### src/hdl/dimt_pkg.sv
// Shared widths, codes, payload types and control types of the duplicate id merge table.
package dimt_pkg;

  localparam int unsigned MAX_NODES  = 1024;
  localparam int unsigned IDX_W      = (MAX_NODES > 1) ? $clog2(MAX_NODES) : 1;
  localparam int unsigned CNT_W      = $clog2(MAX_NODES + 1);
  localparam int unsigned NODE_IDX_W = 10;
  localparam int unsigned ID_W       = 64;
  localparam int unsigned RES_W      = 32;
  localparam int unsigned ACT_W      = 2;
  localparam int unsigned STAT_W     = 2;
  localparam int unsigned CMP_W      = (CNT_W > NODE_IDX_W) ? CNT_W : NODE_IDX_W;

  localparam logic [ACT_W-1:0] ACT_INSERT = 2'd0;
  localparam logic [ACT_W-1:0] ACT_READ   = 2'd1;
  localparam logic [ACT_W-1:0] ACT_CLEAR  = 2'd2;

  localparam logic [STAT_W-1:0] ST_OK       = 2'd0;
  localparam logic [STAT_W-1:0] ST_FULL     = 2'd1;
  localparam logic [STAT_W-1:0] ST_UNLOADED = 2'd2;

  typedef struct packed {
    logic [ACT_W-1:0]      action;
    logic [ID_W-1:0]       node_id;
    logic [RES_W-1:0]      resolution;
    logic [NODE_IDX_W-1:0] node_index;
  } in_item_t;

  typedef struct packed {
    logic [NODE_IDX_W-1:0] original_index;
    logic [RES_W-1:0]      merged_resolution;
    logic [STAT_W-1:0]     status;
  } out_item_t;

  typedef enum logic [3:0] {
    S_IDLE,
    S_DECODE,
    S_SCAN,
    S_INS_ORG,
    S_INS_RES,
    S_INS_NEW,
    S_RD_ORG,
    S_RD_RES,
    S_FINISH
  } dimt_state_e;

  // Commands from the controller to the datapath.
  typedef struct packed {
    logic load_item;
    logic scan_start;
    logic scan_step;
    logic org_rd_idx;
    logic org_rd_hit;
    logic res_rd_org;
    logic ins_merge;
    logic ins_new;
    logic rd_done;
    logic res_full;
    logic res_unloaded;
    logic clear_count;
    logic out_load;
  } dimt_cmd_t;

  // Status from the datapath to the controller.
  typedef struct packed {
    logic [ACT_W-1:0] action;
    logic             full;
    logic             idx_loaded;
    logic             count_zero;
    logic             hit;
    logic             miss_done;
    logic             out_free;
  } dimt_stat_t;

endpackage

### src/hdl/dimt_ctrl.sv
// Controller state machine that sequences decode, scan, insert or merge, read and result hand-off.
module dimt_ctrl import dimt_pkg::*; (
  input  logic       clk_i,
  input  logic       rst_ni,
  input  logic       in_valid_i,
  output logic       in_stall_o,
  input  dimt_stat_t stat_i,
  output dimt_cmd_t  cmd_o
);

  dimt_state_e state_q, state_d;

  always_ff @(posedge clk_i or negedge rst_ni) begin
    if (!rst_ni) begin
      state_q <= S_IDLE;
    end else begin
      state_q <= state_d;
    end
  end

  assign in_stall_o = (state_q != S_IDLE);

  always_comb begin
    state_d = state_q;
    unique case (state_q)
      S_IDLE: begin
        if (in_valid_i) state_d = S_DECODE;
      end
      S_DECODE: begin
        priority if (stat_i.action == ACT_INSERT) begin
          priority if (stat_i.full) state_d = S_FINISH;
          else if (stat_i.count_zero) state_d = S_INS_NEW;
          else state_d = S_SCAN;
        end else if (stat_i.action == ACT_READ) begin
          state_d = stat_i.idx_loaded ? S_RD_ORG : S_FINISH;
        end else begin
          state_d = S_FINISH;
        end
      end
      S_SCAN: begin
        priority if (stat_i.hit) state_d = S_INS_ORG;
        else if (stat_i.miss_done) state_d = S_INS_NEW;
        else state_d = S_SCAN;
      end
      S_INS_ORG: state_d = S_INS_RES;
      S_INS_RES: state_d = S_FINISH;
      S_INS_NEW: state_d = S_FINISH;
      S_RD_ORG:  state_d = S_RD_RES;
      S_RD_RES:  state_d = S_FINISH;
      S_FINISH: begin
        if (stat_i.out_free) state_d = S_IDLE;
      end
      default: state_d = S_IDLE;
    endcase
  end

  always_comb begin
    cmd_o = '0;
    unique case (state_q)
      S_IDLE: begin
        cmd_o.load_item = in_valid_i;
      end
      S_DECODE: begin
        priority if (stat_i.action == ACT_INSERT) begin
          cmd_o.res_full   = stat_i.full;
          cmd_o.scan_start = !stat_i.full && !stat_i.count_zero;
        end else if (stat_i.action == ACT_READ) begin
          cmd_o.org_rd_idx   = stat_i.idx_loaded;
          cmd_o.res_unloaded = !stat_i.idx_loaded;
        end else if (stat_i.action == ACT_CLEAR) begin
          cmd_o.clear_count = 1'b1;
        end else begin
          cmd_o = '0;
        end
      end
      S_SCAN: begin
        cmd_o.org_rd_hit = stat_i.hit;
        cmd_o.scan_step  = !stat_i.hit && !stat_i.miss_done;
      end
      S_INS_ORG: cmd_o.res_rd_org = 1'b1;
      S_INS_RES: cmd_o.ins_merge  = 1'b1;
      S_INS_NEW: cmd_o.ins_new    = 1'b1;
      S_RD_ORG:  cmd_o.res_rd_org = 1'b1;
      S_RD_RES:  cmd_o.rd_done    = 1'b1;
      S_FINISH:  cmd_o.out_load   = stat_i.out_free;
      default:   cmd_o = '0;
    endcase
  end

endmodule

### config.mk
export PLATFORM = sky130hd
export DESIGN_NAME = dimt_ctrl
export DESIGN_NICKNAME = d
export VERILOG_FILES = /design/src/hdl/dimt_pkg.sv /design/src/hdl/dimt_ctrl.sv
export SDC_FILE = /design/constraint.sdc
export NUM_CORES = 1
export LEC_CHECK = 0
export ABC_AREA = 1
export BUFFER_PORTS_ARGS = -buffer_cell sky130_fd_sc_hd__buf_2
export CAP_MARGIN = 10
export CORE_MARGIN = 2
export CORE_UTILIZATION = 25
export CTS_CLUSTER_SIZE = 14
export DETAILED_ROUTE_END_ITERATION = 6
export PLACE_DENSITY = 0.62
export SLEW_MARGIN = 10
export SYNTH_ARGS = -nofsm -noshare
export SYNTH_HDL_FRONTEND = slang
export SYNTH_SLANG_ARGS = --single-unit
### constraint.sdc
create_clock -name clk_i -period 2.4 [get_ports clk_i]
set_input_delay 0 -clock clk_i [delete_from_list [all_inputs] [get_ports clk_i]]
set_output_delay 0 -clock clk_i [all_outputs]
set_load 0.01 [all_outputs]
Word-level counts from Yosys, hierarchy flattened
Index checks and enable logic that the tools add are counted.
W data, S select, Z words.
{"block": "word_totals", "rom_bits": 0, "reg_bits": 4, "latch_bits": 0, "memories": 0, "out_inout_bits": 14, "inputBits": 11, "ramBits": 0}
{"block": "op_classes", "reduce_logical": 13, "magnitude_cmp": 0, "n_eq_ne": 12, "multipliers": 0, "div_mod_pow": 0, "muxes": 29, "n_shift": 0, "n_addsub": 0, "bitwise": 0}
{"cell": "$pmux W4 S7", "count": 1}
{"cell": "$mux W4", "count": 6}
{"cell": "$eq A4 B3 Y1 const B", "count": 4}
{"cell": "$mux W3", "count": 5}
{"cell": "$pmux W1 S2", "count": 7}
{"cell": "$eq A4 B2 Y1 const B", "count": 2}
{"cell": "$mux W1", "count": 8}
{"cell": "$mux W6", "count": 1}
{"cell": "$logic_not A1 Y1", "count": 5}
{"cell": "$eq A4 B1 Y1 const B", "count": 1}
{"cell": "$eq A4 B4 Y1 const B", "count": 1}
{"cell": "$logic_not A4 Y1", "count": 1}
{"cell": "$ne A2 B2 Y1 const B", "count": 2}
{"cell": "$reduce_bool A4 Y1", "count": 1}
{"cell": "$reduce_or A3 Y1", "count": 1}
{"cell": "$eq A2 B1 Y1 const B", "count": 1}
{"cell": "$eq A2 B2 Y1 const B", "count": 1}
{"cell": "$logic_and A1 B1 Y1", "count": 2}
{"cell": "$logic_not A2 Y1", "count": 1}
{"cell": "$mux W2", "count": 1}
{"cell": "$reduce_and A2 Y1", "count": 1}
{"cell": "$reduce_or A2 Y1", "count": 1}

Logic depth before layout (Yosys ltp)
{"block": "logic_depth", "word_depth": 5, "ltp_mapped": 7}

Worst setup path after synthesis
Ideal clock, no wire load.
{"block": "synth_timing", "path_type": "register -> register", "from": "reg state_q[2]", "to": "reg state_q[0]", "n_path_buf": 0, "stages_incl_launch_ff": 5, "setup_ns": 0.121, "period_less_slack_ns": 1.083, "arrival_time_ns": 0.962, "setup_slack_ns": 1.317, "cell_sequence": "dfrtp_1 -> nor2_4 -> nand2_1 -> o21ai_0 -> nor2_1"}
{"block": "synth_between", "elab_chain_cells": 3}
{"item": "start, declared", "line": "dimt_ctrl.sv:11", "rtl": "dimt_state_e state_q, state_d;"}
{"item": "start signal, assigned", "line": "dimt_ctrl.sv:17", "rtl": "state_q <= state_d;"}
{"item": "$eq A4 B3 Y1, or another cell as far along", "line": "dimt_ctrl.sv:25", "rtl": "unique case (state_q)"}
{"item": "$reduce_or A3 Y1 (no line) / $ne A2 B2 Y1 (equally long branches)"}
{"item": "$pmux W4 S7 / $reduce_and A2 Y1 (equally long branches)"}
Parallel ways exist; a longest one is shown, timed or not.
A chain may end at the register's enable or synchronous reset.

==> impl_summary.log <==
INFO  metric status = complete, no violations
INFO  metric fraction_of_power_consumed_by_combinational_cells = a little under three fifths
INFO  metric grt_max_degree = 7
INFO  metric finalSetupViolations = 0
INFO  metric max_freq = about 720 MHz
INFO  metric die_area = roughly 1900 um^2
INFO  metric capture_point_of_the_worst_reg_to_reg_path = state_q[0]
INFO  metric detailroute.via_count = slightly above 500
INFO  metric slew-limit-headroom = a little over four fifths
INFO  metric hold_viol_final = 0
INFO  metric mostFrequentLayoutCells = 24 x buf_2, 15 x inv_1, 12 x nor2_1, 12 x nand2_1, 8 x nand3_1
INFO  metric core_area = 1510 um^2
INFO  metric top_register = state_q
INFO  metric placement.cell_area = between 500 and 600 um^2
INFO  metric cts-resized-gates = 0
INFO  metric first_global_vias = roughly 440
INFO  metric ys_seq_elements = 4
INFO  metric layout.cells.most_common = buf_2
INFO  metric worst_hold_path.num_cells = 3
INFO  metric num_cts_buffers = 3
INFO  metric hold_path.startpoint = in_valid_i
INFO  metric die_height = around 44 um
INFO  metric synth.distinct_cells = 15
INFO  metric vdd_drop_max = ~270 uV
INFO  metric dp.final_hpwl = approximately 840 um
INFO  metric timing.final.crit_period = around 1.4 ns
INFO  metric max_slew_violation_total_from_the_final_report = 0
INFO  metric clk_pin_slew_worst_paths = around 0.04 ns
INFO  metric clock_latency_on_the_worst_skew_pair = 0.24 ns
INFO  metric yosys_warnings = 0
INFO  metric r2r_setup_slack = 1.26 ns
INFO  metric viasPerCell = 4.56
INFO  metric hold_class = input pin to flop
INFO  metric route.antenna.remaining_nets = 0
INFO  metric power.net_switching = 0.234 mW
INFO  metric wire_length_of_the_first_global_routing_pass = around 1.6 mm
INFO  metric min_delay_worst_endpoint = state_q[0]
INFO  metric cts_tree = built
INFO  metric pin_count = 25
INFO  metric cellInternalPower = about 0.24 mW
INFO  metric rr_startpoint = state_q[0]
INFO  metric grt_overflow = 0
INFO  metric ctsHtreeMaxLevel = 1
INFO  metric synthToLayoutAreaGrowth = 43.1%
INFO  metric finish.net_count = between 100 and 150
INFO  metric finalInstanceArea = ~570 um^2
INFO  metric avgRoutedWirePerCell = just under 9 um
INFO  metric unrepaired_setup_endpoints_after_global_routing = false
INFO  metric seq_area_frac_synth = 25.0%
INFO  metric number_of_fill_cells = between 150 and 200
INFO  metric sw_frac_of_total = 49.2%
INFO  metric setup_tns = 0 ns
INFO  metric post_synth_inst_count = 68
INFO  metric gp_routability_congestion = about 0.76
INFO  metric drt_first_iter_violations = 11
INFO  metric worst_clock_skew = between 0.003 and 0.004 ns
INFO  metric cellLeakagePower = between 0.3 and 0.4 nW
INFO  metric post_route_cells_drive_above_1_share = between 30 and 40%
INFO  metric worstPathArrival = between 1 and 1.5 ns
INFO  metric fp-row-count = 14
INFO  metric biggestRegsByFlops = state_q: 4 flops
INFO  metric tritoncts_num_sinks = 4
INFO  metric drt_drc_violations_left = 0
INFO  metric max-clock-path-buffers = 2
INFO  metric synth.cell_area = about 400 um^2
INFO  metric num_antenna_cells = 0
INFO  metric mappedNetlistNets = 79
INFO  metric crit_path_start = state_q[2]
INFO  metric worst_slew_pin_slew = roughly 0.24 ns
INFO  metric period_share = 57.7%
INFO  metric final_core_util = between 30% and 40%
INFO  metric ff2ff_path_depth = 4
INFO  metric endpoint_kind_of_the_worst_setup_timing_path = output pin
INFO  metric max_cap_viol_count = 0
INFO  metric grt_antenna_before_repair = 0
INFO  metric final_power = about 0.48 mW
INFO  metric drt_pre_antenna_iters = 4
INFO  metric criticalPathCategory = flop to output pin
INFO  metric data_required_critical_path = 2.40 ns
INFO  metric port_buffers = 24
INFO  metric power_density_of_the_placed_cells = 831 nW/um^2
INFO  metric grt_util_all_layers = 11.8%
INFO  metric start_util = between 20% and 30%
INFO  metric die-width = ~44 um
INFO  metric largest_register_ffs = 4
INFO  metric worst-path-max-fanout = 6
INFO  metric start_kind = flop
INFO  metric seq_power_share = between 20% and 30%
INFO  metric post_synth.cell_area_avg = just under 6 um^2
INFO  metric clockRootBuffer = clkbuf_4
INFO  metric share_clk_of_total_power = between 10% and 20%
INFO  metric routed_wirelength = around 1 mm
## logic make-up (layout without fill, tap and decap cells)
family / count (synthesis) / after routing / share of synthesized area (%)
buffers and inverters: 15 / 43 / 14.1
flip-flops: 4 / 4 / 25.0
AND/OR/NAND/NOR: 46 / 46 / 56.6
AO/OA/AOI/OAI: 3 / 3 / 4.37
## worst max-delay path, cell delays in order (launching register included)
cell and delay (ns):
dfrtp_1 0.45, nor2_4 0.21, nand3_2 0.14, nor4_1 0.18, buf_2 0.17
## synth_stat cells, drive strengths merged
| library cell | instances | area [um^2] |
|---|---|---|
| nand4 | 1 | 6.26 |
| nor4 | 2 | 12.5 |
| o211ai | 1 | 7.51 |
| nor3 | 3 | 15.0 |
| nor2 | 16 | 75.1 |
| nand3 | 10 | 60.1 |
| nand2 | 14 | 57.6 |
| o21ai | 2 | 10.0 |
| dfrtp | 4 | 100 |
| inv | 15 | 56.3 |
## stage by stage
step / setup WS (ns) / instances / hold slack, ns
3_3_place_gp: 1.28 / 108 / -0.193
3_5_place_dp: 1.27 / 108 / -0.192
2_1_floorplan: 1.32 / 68 / -0.296
5_1_grt: 0.897 / 112 / 0.119
6_report: 1.02 / 112 / 0.0573
4_1_cts: 1.00 / 112 / 0.0577
## cell type report
cell class | count | area (um^2) | area share, %
clock buffer | 3 | 22.5 | 3.93
inverter | 15 | 56.3 | 9.83
multi-input combinational | 49 | 244 | 42.6
sequential | 4 | 100 | 17.5
tap | 16 | 20.0 | 3.49
timing repair buffer | 25 | 130 | 22.7
## worst max path at each step
stage,endpoint,slack (ns),depth (start not counted)
after floorplan,state_q[0],1.32,4
after global placement,cmd_o[2],1.28,4
after detailed placement,cmd_o[2],1.27,4
after CTS,cmd_o[2],1.00,4
after global routing,cmd_o[2],0.90,4
final,cmd_o[2],1.02,4
## metal layers
metal	global-route usage (%)	up-vias	routed length (um)
met3	2.45	4	80
li1	-	270	-
met5	0	-	0
met1	13.7	218	443
met4	9.09	0	24
met2	18.8	19	454
## power by group through the flow
stage	Clock (mW)	Sequential [mW]	Combinational [mW]
final	0.0848	0.125	0.266
after global routing	0.0899	0.130	0.300
after CTS	0.0867	0.125	0.267
after detailed placement	0	0.125	0.264
after global placement	0	0.126	0.265
after floorplan	0	0.120	0.188
## what timing repair did
action                                 in CTS  in global routing
buffers inserted                            0                  0
hold buffers                                1                  0
endpoints found under the hold margin       4                  0
setup endpoints to repair                   0                  0
Note: power is estimated with default switching activity, not from simulation.
